`src/hdl/torque_friction_blend_assert.svh`:
```
// ----------------------------------------------------------------------------
// Torque friction blend assertion macros
// Shared concurrent assertion macros for the torque friction blend RTL.
// ----------------------------------------------------------------------------
`ifndef TORQUE_FRICTION_BLEND_ASSERT_SVH
`define TORQUE_FRICTION_BLEND_ASSERT_SVH

`ifndef SYNTH

// The condition holds at every clock edge outside reset.
`define TFB_ASSERT_ALWAYS(label, clk, rst_n, cond) \
    label: assert property (@(posedge clk) disable iff (!rst_n) (cond)) \
        else $error("torque_friction_blend: invariant violated");

// When the antecedent holds, the consequent holds at the same edge.
`define TFB_ASSERT_IMPL(label, clk, rst_n, ante, cons) \
    label: assert property (@(posedge clk) disable iff (!rst_n) (ante) |-> (cons)) \
        else $error("torque_friction_blend: implication violated");

// When the antecedent holds, the consequent holds at the next edge.
`define TFB_ASSERT_NEXT(label, clk, rst_n, ante, cons) \
    label: assert property (@(posedge clk) disable iff (!rst_n) (ante) |=> (cons)) \
        else $error("torque_friction_blend: next-cycle check violated");

`else

`define TFB_ASSERT_ALWAYS(label, clk, rst_n, cond)
`define TFB_ASSERT_IMPL(label, clk, rst_n, ante, cons)
`define TFB_ASSERT_NEXT(label, clk, rst_n, ante, cons)

`endif

`endif

```
`src/hdl/tfb_pkg.sv`:
```
// ----------------------------------------------------------------------------
// Torque friction blend package
// Beat types, register indexes and fixed-point constants.
// ----------------------------------------------------------------------------
`default_nettype none

package tfb_pkg;

    // One input beat: two control voltages and the filtered motor velocity.
    typedef struct packed {
        logic signed [15:0] cv0_sample;
        logic signed [15:0] cv1_sample;
        logic signed [23:0] motor_velocity;
    } in_t;

    // One result beat: drive torque and the two peak followers.
    typedef struct packed {
        logic signed [19:0] drive_torque;
        logic        [18:0] torque_peak_high;
        logic signed [19:0] torque_peak_low;
    } out_t;

    localparam int CFG_INDEX_W = 3;
    localparam int CFG_DATA_W  = 16;

    localparam logic [CFG_INDEX_W-1:0] REG_CV0_GAIN_MODE   = 3'd0;
    localparam logic [CFG_INDEX_W-1:0] REG_CV1_MODE        = 3'd1;
    localparam logic [CFG_INDEX_W-1:0] REG_FILTER_ALPHA    = 3'd2;
    localparam logic [CFG_INDEX_W-1:0] REG_INDICATOR_ALPHA = 3'd3;
    localparam logic [CFG_INDEX_W-1:0] REG_DAMPING_GAIN    = 3'd4;

    localparam logic [15:0] FILTER_ALPHA_RESET    = 16'd655;
    localparam logic [15:0] INDICATOR_ALPHA_RESET = 16'd1311;
    localparam logic [15:0] DAMPING_GAIN_RESET    = 16'd256;

    // Unity in Q.15 and the saturation limits of the Q5.15 torque.
    localparam logic signed [16:0] ONE_Q15    = 17'sd32768;
    localparam logic signed [16:0] NEG_ONE_Q15 = -17'sd32768;
    localparam logic signed [19:0] TORQUE_MAX = 20'sd524287;
    localparam logic signed [19:0] TORQUE_MIN = -20'sd524288;

endpackage

`default_nettype wire

```
`src/hdl/torque_friction_blend.sv`:
```
// An accepted beat's result is loaded into the output register by the last step, S_WB_PKL.
// The single shared 33x18 multiplier runs seven products in sequence and the block
//   takes no new beat until the current one is done.
// A result waiting in the output register stalls only the last step, not the output side.
// Reset (rst_n low, asynchronous): filters and peak followers clear to zero and the
//   configuration registers return to their defaults (655, 1311, 256, modes zero).
`default_nettype none

`include "torque_friction_blend_assert.svh"

// ----------------------------------------------------------------------------
// Torque friction blend
// Per-tick torque law: input low-pass filters, friction blending with velocity
// damping, output saturation and peak-hold indicator followers.
// ----------------------------------------------------------------------------
module torque_friction_blend #(
    parameter int CV_BITS = 16
) (
    input  wire logic                           clk,
    input  wire logic                           rst_n,

    input  wire logic                           cfg_we,
    input  wire logic [tfb_pkg::CFG_INDEX_W-1:0] cfg_index,
    input  wire logic [tfb_pkg::CFG_DATA_W-1:0]  cfg_data,

    input  wire logic                           in_valid,
    output      logic                           in_ready,
    input  wire tfb_pkg::in_t                   in_data,

    output      logic                           out_valid,
    input  wire logic                           out_ready,
    output      tfb_pkg::out_t                  out_data
);

    import tfb_pkg::*;

    // The sequencer steps through the products one state per cycle and holds in
    // S_WB_PKL until the output register is free. A step named after a product also
    // writes back the product of the step before it, if any, which waits in prod_reg.
    typedef enum logic [3:0] {
        S_IDLE,
        S_MUL_CV0,
        S_MUL_CV1,
        S_MUL_DAMP,
        S_MUL_PRIM,
        S_MUL_FRIC,
        S_WB_DRIVE,
        S_MUL_PKH,
        S_MUL_PKL,
        S_WB_PKL
    } state_t;

    state_t state_reg, state_next;

    // Configuration registers.
    logic        cv0_gain_mode_reg, cv0_gain_mode_next;
    logic        cv1_mode_reg, cv1_mode_next;
    logic [15:0] filter_alpha_reg, filter_alpha_next;
    logic [15:0] indicator_alpha_reg, indicator_alpha_next;
    logic [15:0] damping_gain_reg, damping_gain_next;

    // Filter and follower state.
    logic signed [23:0] cv0f_reg, cv0f_next;
    logic signed [23:0] cv1f_reg, cv1f_next;
    logic signed [19:0] pkh_reg, pkh_next;
    logic signed [19:0] pkl_reg, pkl_next;

    // Output register.
    logic out_valid_reg, out_valid_next;
    out_t out_data_reg, out_data_next;

    // Working registers of the current beat.
    logic signed [15:0] cv1q_reg;
    logic signed [23:0] vel_reg;
    logic signed [19:0] target0_reg;
    logic signed [50:0] prod_reg;
    logic signed [31:0] damp_reg;
    logic signed [17:0] t1_reg;
    logic signed [19:0] drive_reg;

    // ------------------------------------------------------------------------
    // Input conversion to Q.15. Narrow converters are scaled up, wide ones are
    // shifted down with the upper field bits reading as zero.
    // ------------------------------------------------------------------------
    logic signed [15:0] cv0_q15, cv1_q15;

    if (CV_BITS < 16) begin : g_cv_narrow
        assign cv0_q15 = $signed({in_data.cv0_sample[CV_BITS-1:0], {(16 - CV_BITS){1'b0}}});
        assign cv1_q15 = $signed({in_data.cv1_sample[CV_BITS-1:0], {(16 - CV_BITS){1'b0}}});
    end else if (CV_BITS == 16) begin : g_cv_native
        assign cv0_q15 = in_data.cv0_sample;
        assign cv1_q15 = in_data.cv1_sample;
    end else begin : g_cv_wide
        assign cv0_q15 = $signed($unsigned(in_data.cv0_sample) >> (CV_BITS - 16));
        assign cv1_q15 = $signed($unsigned(in_data.cv1_sample) >> (CV_BITS - 16));
    end

    // Gain of ten on the first voltage as two shifted adds.
    logic signed [19:0] cv0_x10;
    logic signed [19:0] target0_in;

    assign cv0_x10    = (20'(cv0_q15) <<< 3) + (20'(cv0_q15) <<< 1);
    assign target0_in = cv0_gain_mode_reg ? cv0_x10 : 20'(cv0_q15);

    // ------------------------------------------------------------------------
    // Derived operands.
    // ------------------------------------------------------------------------
    logic signed [24:0] prim_sum;
    logic signed [16:0] primary;
    logic signed [16:0] cv1_ext;
    logic signed [16:0] fric;
    logic signed [16:0] one_minus_fric;
    logic signed [19:0] drive_pos, drive_neg;

    assign prim_sum = 25'(cv0f_reg) + (cv1_mode_reg ? 25'(cv1f_reg) : 25'sd0);

    always_comb
    begin
        if (prim_sum > 25'(ONE_Q15))
        begin
            primary = ONE_Q15;
        end
        else if (prim_sum < 25'(NEG_ONE_Q15))
        begin
            primary = NEG_ONE_Q15;
        end
        else
        begin
            primary = 17'(prim_sum);
        end
    end

    // The magnitude of a Q.15 sample never exceeds unity, so full negative
    // input yields exactly full friction without a separate limit.
    assign cv1_ext        = 17'(cv1q_reg);
    assign fric           = cv1_mode_reg ? 17'sd0 : ((cv1_ext < 0) ? -cv1_ext : cv1_ext);
    assign one_minus_fric = ONE_Q15 - fric;

    assign drive_pos = (drive_reg > 0) ? drive_reg : 20'sd0;
    assign drive_neg = (drive_reg < 0) ? drive_reg : 20'sd0;

    // ------------------------------------------------------------------------
    // Shared multiplier and its operand select.
    // ------------------------------------------------------------------------
    logic signed [32:0] mul_a;
    logic signed [17:0] mul_b;
    logic signed [50:0] mul_p;

    always_comb
    begin
        mul_a = 33'sd0;
        mul_b = 18'sd0;
        case (state_reg)
            S_MUL_CV0:
            begin
                mul_a = 33'(target0_reg) - 33'(cv0f_reg);
                mul_b = $signed({2'b00, filter_alpha_reg});
            end
            S_MUL_CV1:
            begin
                mul_a = 33'(cv1q_reg) - 33'(cv1f_reg);
                mul_b = $signed({2'b00, filter_alpha_reg});
            end
            S_MUL_DAMP:
            begin
                mul_a = 33'(vel_reg);
                mul_b = $signed({2'b00, damping_gain_reg});
            end
            S_MUL_PRIM:
            begin
                mul_a = 33'(primary);
                mul_b = 18'(one_minus_fric);
            end
            S_MUL_FRIC:
            begin
                mul_a = 33'(damp_reg);
                mul_b = 18'(fric);
            end
            S_MUL_PKH:
            begin
                mul_a = 33'(drive_pos) - 33'(pkh_reg);
                mul_b = $signed({2'b00, indicator_alpha_reg});
            end
            S_MUL_PKL:
            begin
                mul_a = 33'(drive_neg) - 33'(pkl_reg);
                mul_b = $signed({2'b00, indicator_alpha_reg});
            end
            default:
            begin
                mul_a = 33'sd0;
                mul_b = 18'sd0;
            end
        endcase
    end

    assign mul_p = mul_a * mul_b;

    // ------------------------------------------------------------------------
    // Write-back arithmetic. All right shifts are arithmetic, which floors.
    // ------------------------------------------------------------------------
    logic signed [33:0] drive_raw;
    logic signed [19:0] drive_sat;
    logic signed [21:0] pkh_sum, pkl_sum;
    logic signed [19:0] pkh_sat, pkl_sat;

    assign drive_raw = 34'(t1_reg) - 34'(prod_reg >>> 15);

    always_comb
    begin
        if (drive_raw > 34'(TORQUE_MAX))
        begin
            drive_sat = TORQUE_MAX;
        end
        else if (drive_raw < 34'(TORQUE_MIN))
        begin
            drive_sat = TORQUE_MIN;
        end
        else
        begin
            drive_sat = 20'(drive_raw);
        end
    end

    assign pkh_sum = 22'(pkh_reg) + 22'(prod_reg >>> 16);
    assign pkl_sum = 22'(pkl_reg) + 22'(prod_reg >>> 16);

    always_comb
    begin
        if (pkh_sum < 0)
        begin
            pkh_sat = 20'sd0;
        end
        else if (pkh_sum > 22'(TORQUE_MAX))
        begin
            pkh_sat = TORQUE_MAX;
        end
        else
        begin
            pkh_sat = 20'(pkh_sum);
        end

        if (pkl_sum > 0)
        begin
            pkl_sat = 20'sd0;
        end
        else if (pkl_sum < 22'(TORQUE_MIN))
        begin
            pkl_sat = TORQUE_MIN;
        end
        else
        begin
            pkl_sat = 20'(pkl_sum);
        end
    end

    // ------------------------------------------------------------------------
    // Sequencer and next-state logic.
    // ------------------------------------------------------------------------
    logic in_fire;
    logic out_slot_free;

    assign in_ready      = (state_reg == S_IDLE);
    assign in_fire       = in_valid && in_ready;
    assign out_slot_free = !out_valid_reg || out_ready;

    always_comb
    begin
        state_next           = state_reg;
        cv0_gain_mode_next   = cv0_gain_mode_reg;
        cv1_mode_next        = cv1_mode_reg;
        filter_alpha_next    = filter_alpha_reg;
        indicator_alpha_next = indicator_alpha_reg;
        damping_gain_next    = damping_gain_reg;
        cv0f_next            = cv0f_reg;
        cv1f_next            = cv1f_reg;
        pkh_next             = pkh_reg;
        pkl_next             = pkl_reg;
        out_valid_next       = out_valid_reg && !out_ready;
        out_data_next        = out_data_reg;

        if (cfg_we)
        begin
            case (cfg_index)
                REG_CV0_GAIN_MODE:   cv0_gain_mode_next   = cfg_data[0];
                REG_CV1_MODE:        cv1_mode_next        = cfg_data[0];
                REG_FILTER_ALPHA:    filter_alpha_next    = cfg_data[15:0];
                REG_INDICATOR_ALPHA: indicator_alpha_next = cfg_data[15:0];
                REG_DAMPING_GAIN:    damping_gain_next    = cfg_data[15:0];
                default:
                begin
                end
            endcase
        end

        case (state_reg)
            S_IDLE:
            begin
                if (in_fire)
                begin
                    state_next = S_MUL_CV0;
                end
            end
            S_MUL_CV0:
            begin
                state_next = S_MUL_CV1;
            end
            S_MUL_CV1:
            begin
                cv0f_next  = cv0f_reg + 24'(prod_reg >>> 16);
                state_next = S_MUL_DAMP;
            end
            S_MUL_DAMP:
            begin
                cv1f_next  = cv1f_reg + 24'(prod_reg >>> 16);
                state_next = S_MUL_PRIM;
            end
            S_MUL_PRIM:
            begin
                state_next = S_MUL_FRIC;
            end
            S_MUL_FRIC:
            begin
                state_next = S_WB_DRIVE;
            end
            S_WB_DRIVE:
            begin
                state_next = S_MUL_PKH;
            end
            S_MUL_PKH:
            begin
                state_next = S_MUL_PKL;
            end
            S_MUL_PKL:
            begin
                pkh_next   = pkh_sat;
                state_next = S_WB_PKL;
            end
            S_WB_PKL:
            begin
                // The last follower update and the result load happen together,
                // once the output register can take the beat.
                if (out_slot_free)
                begin
                    pkl_next                       = pkl_sat;
                    out_valid_next                 = 1'b1;
                    out_data_next.drive_torque     = drive_reg;
                    out_data_next.torque_peak_high = pkh_reg[18:0];
                    out_data_next.torque_peak_low  = pkl_sat;
                    state_next                     = S_IDLE;
                end
            end
            default:
            begin
                state_next = S_IDLE;
            end
        endcase
    end

    // State, configuration, filter state and registered outputs.
    always_ff @(posedge clk or negedge rst_n)
    begin
        if (!rst_n)
        begin
            state_reg           <= S_IDLE;
            cv0_gain_mode_reg   <= 1'b0;
            cv1_mode_reg        <= 1'b0;
            filter_alpha_reg    <= FILTER_ALPHA_RESET;
            indicator_alpha_reg <= INDICATOR_ALPHA_RESET;
            damping_gain_reg    <= DAMPING_GAIN_RESET;
            cv0f_reg            <= '0;
            cv1f_reg            <= '0;
            pkh_reg             <= '0;
            pkl_reg             <= '0;
            out_valid_reg       <= 1'b0;
            out_data_reg        <= '0;
        end
        else
        begin
            state_reg           <= state_next;
            cv0_gain_mode_reg   <= cv0_gain_mode_next;
            cv1_mode_reg        <= cv1_mode_next;
            filter_alpha_reg    <= filter_alpha_next;
            indicator_alpha_reg <= indicator_alpha_next;
            damping_gain_reg    <= damping_gain_next;
            cv0f_reg            <= cv0f_next;
            cv1f_reg            <= cv1f_next;
            pkh_reg             <= pkh_next;
            pkl_reg             <= pkl_next;
            out_valid_reg       <= out_valid_next;
            out_data_reg        <= out_data_next;
        end
    end

    // Working registers of the current beat; they carry no control meaning.
    always_ff @(posedge clk)
    begin
        if (in_fire)
        begin
            cv1q_reg    <= cv1_q15;
            vel_reg     <= in_data.motor_velocity;
            target0_reg <= target0_in;
        end
        // The product is held while the last step waits for the output side.
        if (state_reg != S_WB_PKL)
        begin
            prod_reg <= mul_p;
        end
        if (state_reg == S_MUL_PRIM)
        begin
            damp_reg <= 32'(prod_reg >>> 8);
        end
        if (state_reg == S_MUL_FRIC)
        begin
            t1_reg <= 18'(prod_reg >>> 15);
        end
        if (state_reg == S_WB_DRIVE)
        begin
            drive_reg <= drive_sat;
        end
    end

    assign out_valid = out_valid_reg;
    assign out_data  = out_data_reg;

    // ------------------------------------------------------------------------
    // Assertions.
    // ------------------------------------------------------------------------
    `TFB_ASSERT_NEXT(a_busy_after_accept, clk, rst_n, in_fire, !in_ready)
    `TFB_ASSERT_ALWAYS(a_peak_high_nonneg, clk, rst_n, pkh_reg >= 0)
    `TFB_ASSERT_ALWAYS(a_peak_low_nonpos, clk, rst_n, pkl_reg <= 0)
    `TFB_ASSERT_IMPL(a_result_from_last_step, clk, rst_n, $rose(out_valid_reg), $past(state_reg == S_WB_PKL))

endmodule

`default_nettype wire

```
`config.mk`:
```
export PLATFORM = sky130hd
export DESIGN_NAME = torque_friction_blend
export DESIGN_NICKNAME = d
export VERILOG_FILES = /design/src/hdl/tfb_pkg.sv /design/src/hdl/torque_friction_blend.sv
export VERILOG_INCLUDE_DIRS = /design/src /design/src/hdl
export SDC_FILE = /design/constraint.sdc
export NUM_CORES = 2
export LEC_CHECK = 0
export BUFFER_PORTS_ARGS = -buffer_cell sky130_fd_sc_hd__buf_2
export CORE_ASPECT_RATIO = 0.8
export CORE_UTILIZATION = 45
export CTS_BUF_LIST = sky130_fd_sc_hd__clkbuf_4 sky130_fd_sc_hd__clkbuf_8 sky130_fd_sc_hd__clkbuf_16
export DETAILED_ROUTE_END_ITERATION = 10
export GPL_TIMING_DRIVEN = 0
export PLACE_DENSITY_LB_ADDON = 0.2
export SYNTH_ARGS = -nofsm -noshare
export SYNTH_HDL_FRONTEND = slang
export SYNTH_SLANG_ARGS = --single-unit
export TNS_END_PERCENT = 30
```
`constraint.sdc`:
```
create_clock -name clk -period 13.5 [get_ports clk]
set_clock_uncertainty 0.2 [all_clocks]
set_input_delay 1.35 -clock clk [delete_from_list [all_inputs] [get_ports clk]]
set_output_delay 1.35 -clock clk [all_outputs]
set_load 0.02 [all_outputs]
```
[Word level (Yosys, flattened, before mapping)]
Index checks and enable logic that the tools add are counted.
Word-level totals
  bits in registers: 361
  latch bits: 0
  bits in writable memories: 0
  memory bits (read-only): 0
  bits of input ports: 80
  word-level logic and storage cells: 97
  memories kept: 0
Operators by class
  $add $sub $neg: 13
  multipliers: 1
  divide/modulo/power cells: 0
  magnitude comparators: 11
  equality and inequality tests: 16
  shift-type cells: 0
  muxes and demuxes: 20
  bitwise gates (word level): 0
  reductions and logical operators: 16
Operators by type and width (number)
  33-bit case mux with 7 select lines: 1
  20-bit two-way mux: 8
  18-bit case mux with 5 select lines: 1
  17-bit two-way mux: 4
  33-bit by 18-bit multiplier with 49-bit output: 1
  24-bit adder: 2
  20-bit by 22-bit adder with 22-bit output: 2
  20-bit by 20-bit subtractor with 21-bit output: 2
  4-bit case mux with 10 select lines: 1
  34-bit by 20-bit > comparator with 1-bit output, second input constant: 1
  34-bit by 20-bit less-than comparator with 1-bit output, second input constant: 1
  18-bit by 34-bit subtractor with 34-bit output: 1
  24-bit by 25-bit adder with 25-bit output: 1
  25-bit by 17-bit > comparator with 1-bit output, second input constant: 1
  25-bit by 16-bit less-than comparator with 1-bit output, second input constant: 1
  25-bit two-way mux: 1
  16-bit by 24-bit subtractor with 25-bit output: 1
  20-bit by 24-bit subtractor with 25-bit output: 1
  22-bit by 1-bit > comparator with 1-bit output, second input constant: 1
  22-bit by 20-bit > comparator with 1-bit output, second input constant: 1
  22-bit by 1-bit less-than comparator with 1-bit output, second input constant: 1
  22-bit by 20-bit less-than comparator with 1-bit output, second input constant: 1
  19-bit by 17-bit adder with 20-bit output: 1
  20-bit by 1-bit > comparator with 1-bit output, second input constant: 1
  other kinds (23): 40

[Longest topological paths before layout]
  word-level depth: 7
  depth in mapped cells: 48
  mapped depth without buffers: 46

[Worst setup path before layout]
OpenSTA, ideal clock, no wires.
  kind: reg-to-reg
  start point: register cv1_mode_reg
  end point: register prod_reg[46], data pin
  data arrival time: 10.620 ns
  required time: 13.038 ns
  path slack: 2.418 ns
  stages on the path, launching flop included: 45
  buffers on the path: 5
  cells stage by stage: dfrtp_1 -> buf_2 -> clkbuf_1 -> clkbuf_1 -> clkbuf_1 -> and2_1 -> ha_1 -> a211oi_1 -> o21ai_0 -> and4_1 -> o31a_1 -> or3_1 -> a2111oi_0 -> nand3_1 -> o21a_1 -> nor2_1 -> inv_1 -> o2111ai_1 -> [... 9 more ...] -> fa_1 -> inv_1 -> fa_1 -> inv_1 -> ha_1 -> a21o_1 -> a21o_1 -> a21o_1 -> a21oi_1 -> o21ai_0 -> nand3_1 -> nand3_1 -> a22o_1 -> a21oi_1 -> a311oi_1 -> a2111oi_0 -> o21ai_1 -> xor2_1
On the way
  cells in the longest elaborated chain, start to end: 7
  elaborated cells between the ends (all ways): 11
  classes of those cells: add/sub: 2; mul: 1; order compare: 2; mux: 6
RTL lines
  from (decl): line torque_friction_blend.sv:57  | logic cv1_mode_reg, cv1_mode_next;
  from (signal assigned): line torque_friction_blend.sv:382  | cv1_mode_reg <= cv1_mode_next;
  25-bit two-way mux: line torque_friction_blend.sv:115  | assign prim_sum = 25'(cv0f_reg) + (cv1_mode_reg ? 25'(cv1f_reg) : 25'sd0);
  24-bit by 25-bit adder with 25-bit output: line torque_friction_blend.sv:115
  25-bit by 16-bit less-than comparator with 1-bit output: line torque_friction_blend.sv:123  | else if (prim_sum < 25'(NEG_ONE_Q15))
  17-bit two-way mux: line torque_friction_blend.sv:123
  17-bit two-way mux: line torque_friction_blend.sv:119  | if (prim_sum > 25'(ONE_Q15))
  33-bit case mux with 7 select lines: line torque_friction_blend.sv:153  | case (state_reg)
  33-bit by 18-bit multiplier with 49-bit output *: line torque_friction_blend.sv:197  | assign mul_p = mul_a * mul_b;
  net mul_p[46]: line torque_friction_blend.sv:147  | logic signed [50:0] mul_p;
  to (signal assigned): line torque_friction_blend.sv:407  | prod_reg <= mul_p;
  to (decl): line torque_friction_blend.sv:76  | logic signed [50:0] prod_reg;
The timed path passes the listed nets; every way through them passes the cells marked *.
A chain may end at the register's enable or synchronous reset.

[Final worst setup path]
  start point: register cv1_mode_reg
  end point: register prod_reg[41], data pin
The elaborated chain is that of the path after synthesis.

==> metrics <==
final WL=158000 µm; Achievable Freq=75.6 MHz; H-tree Lvls=2; post-detailed-placement half-perimeter wirelength=129000 µm; Post-route DRC=0; synthesized area per cell=9.04 µm²; commonest cells after routing, fill and taps aside=885 x inv_1, 559 x nand2_1, 557 x fa_1, 364 x ha_1, 310 x nor2_1; Initial Util=45.7%; WL/cell=24.1 µm; Final Hold Viols=0; die area=102000 µm²; Routed Antenna Nets=0; Max Cap Violations=0; Nets=6228; I/O pins=141; Arr. time, crit path=13.34 ns; CP max stage delay=0.78 ns; top routing layer used=met5; cts bufs inserted=36; area of the core=99400 µm²; routed length on met2=63100 µm; final core occ=49.8%; vias in the first global route=35.7k; min-delay src=prod_reg[14]; first-pass GRT wire length=234000 µm; Total GRT Usage=31.0%; minimum clock period=13.23 ns; Met1 Wirelength=71800 µm; Netlist cell types=88; RR Startpoint=cv1_mode_reg; Synth Warn #=0; largest delay contributor family on the critical path=adder cells; outcome=completed; Placer Congestion=0.990; Placed Area=48100 µm²; most used cell, CP=fa_1; chip height=286 µm; Post-Syn Nets=6027; Final Cycle Share=98.0%; Synth Register Bits=353; sequential area share after synthesis=21.4%; number of synthesized flops with an enable pin=171; maximum buffer depth of the clock tree=3; CTS tree=yes; relative max-transition margin=4.70%; Cells after Synth=5026; Max Slew Vio Count=0; GR Overflow Total=0; worst skew pair latency=0.57 ns; crit-path max FO=10; Clock Sink Count=353; max reg flops=41; hold slack=0.218 ns; Layout area overhead=8.78%; worst hold stages=0; hold path endpoint=damp_reg[6]; commonest non-fill, non-tap cell in the layout=inv_1; async set-reset flop share out of synthesis=51.6%; Horiz. Die Dim=357 µm; Vias=37.5k; initial antenna violation count=7; FP Rows=103; dominant synthesized flop cell=edfxtp_1; port bufs=139; share of layout cells above drive strength 1=7.75%; cell at the slowest stage of the critical path=or4_1; Mapped Area=45500 µm²; R2R cell count=38; r2r setup slk=0.27 ns; clk slew on worst S/H paths=0.09 ns; Setup CP Type=flop to flop; CTS Hold Bufs=0; worst endpoint required time=13.61 ns; Setup TNS Final=0 ns; largest net degree at the start of global routing=105; Worst setup EP type=flop; r2r endpoint=prod_reg[41]; final setup fails=0; CP bufs+invs=9; first drt pass iteration count=8; drt via density=5.71; post-route cell area=49400 µm²; Initial DRC Count=4239; CP startpoint kind=flop; met3 wire len=17900 µm; Worst Tran Pin Value=1.43 ns; worst hold path type=flop to flop; Clock Tree Root=clkbuf_16
==> per-layer routing <==
metal / global-route usage, % / vias up
li1: - / 17000
met1: 47.3 / 18600
met2: 42.9 / 1726
met3: 7.92 / 227
met4: 8.62 / 2
met5: 0 / -
==> worst register-to-register path, delay by kind of cell, from the launching register on <==
kind | cells | cell delay, ns
compound gates | 8 | 3.14
fa+ha+maj | 8 | 3.86
buf+inv | 9 | 2.10
xor+xnor | 1 | 0.09
simple gates | 12 | 3.18
flops | 1 | 0.40
==> synth_stat cells, drive strengths merged, types with 13 or more instances <==
cell     count  share of area (%)
o21bai      21               0.35
edfxtp     171                 11
nand3       65               0.72
ha         364                 10
nand2b      62               0.85
o31ai       29               0.49
a22oi       21               0.35
a221oi      33               0.64
a222oi      15               0.33
nand2      560                4.6
fa         557                 25
nor4        14               0.19
and3        31               0.43
o21a        45               0.74
a221o       13               0.29
clkbuf     155                1.3
xor2       114                2.2
xnor2      153                3.0
or3         28               0.39
or4         13               0.23
nor2b       79                1.1
a21o       109                1.8
dfstp       14               0.81
o211ai      22               0.36
o21ai      220                2.4
or2         25               0.34
dfrtp      168                9.2
nor3        63               0.70
mux2        78                1.9
nand4       22               0.30
a21oi      213                2.4
nor2       313                2.6
a211oi      29               0.48
a21boi      21               0.35
o2111ai     16               0.31
a31oi       41               0.56
and2        90                1.2
inv        887                7.3
==> kinds of logic (layout without fill, tap and decap cells) <==
family          after synthesis  in the layout  synth area share, %
compound gates              933            933                 13.5
xor+xnor                    267            267                 5.16
fa+ha+maj                   921            921                 34.5
buf+inv                    1054           1278                 8.72
flops                       353            353                 21.4
mux                          86             86                 2.11
other cells                   1              2              0.00825
simple gates               1411           1411                 14.6
==> timing repair <==
item	in CTS	in global routing
setup endpoints to repair	31	18
endpoints found under the hold margin	0	0
cloned	0	0
buffers inserted	1	3
pin swaps	1	2
gates resized for setup	17	24
==> worst max path at each step <==
stage / from / cells past startpoint / endpoint
after global placement: cv1_mode_reg / 44 / prod_reg[46]
after detailed placement: cv1_mode_reg / 44 / prod_reg[46]
after CTS: cv1_mode_reg / 44 / prod_reg[46]
final: cv1_mode_reg / 38 / prod_reg[41]
after global routing: cv1_mode_reg / 44 / prod_reg[45]
after floorplan: cv1_mode_reg / 44 / prod_reg[46]
==> cell type report <==
| type | count | area, µm² |
|---|---|---|
| fillers | 9484 | 49900 |
| multi-input cells | 3619 | 32000 |
| flip-flops and latches | 353 | 9710 |
| inverters | 887 | 3330 |
| well taps | 1312 | 1640 |
| clock buffers | 51 | 1060 |
| repair buffers | 163 | 987 |
| plain buffers | 167 | 652 |
| clock inverters | 10 | 91.3 |
| diodes | 1 | 2.50 |
==> through the flow <==
| stage | instances | worst slack (ns) |
|---|---|---|
| 2_1_floorplan | 5026 | 2.42 |
| 3_3_place_gp | 6477 | -1.73 |
| 3_5_place_dp | 6497 | -1.87 |
| 4_1_cts | 6559 | 0.0230 |
| 5_1_grt | 6562 | -0.0452 |
| 6_report | 6563 | 0.265 |
Power is not shown: default switching activity piles up to over one toggle a cycle in this logic, so the estimate is an artifact.
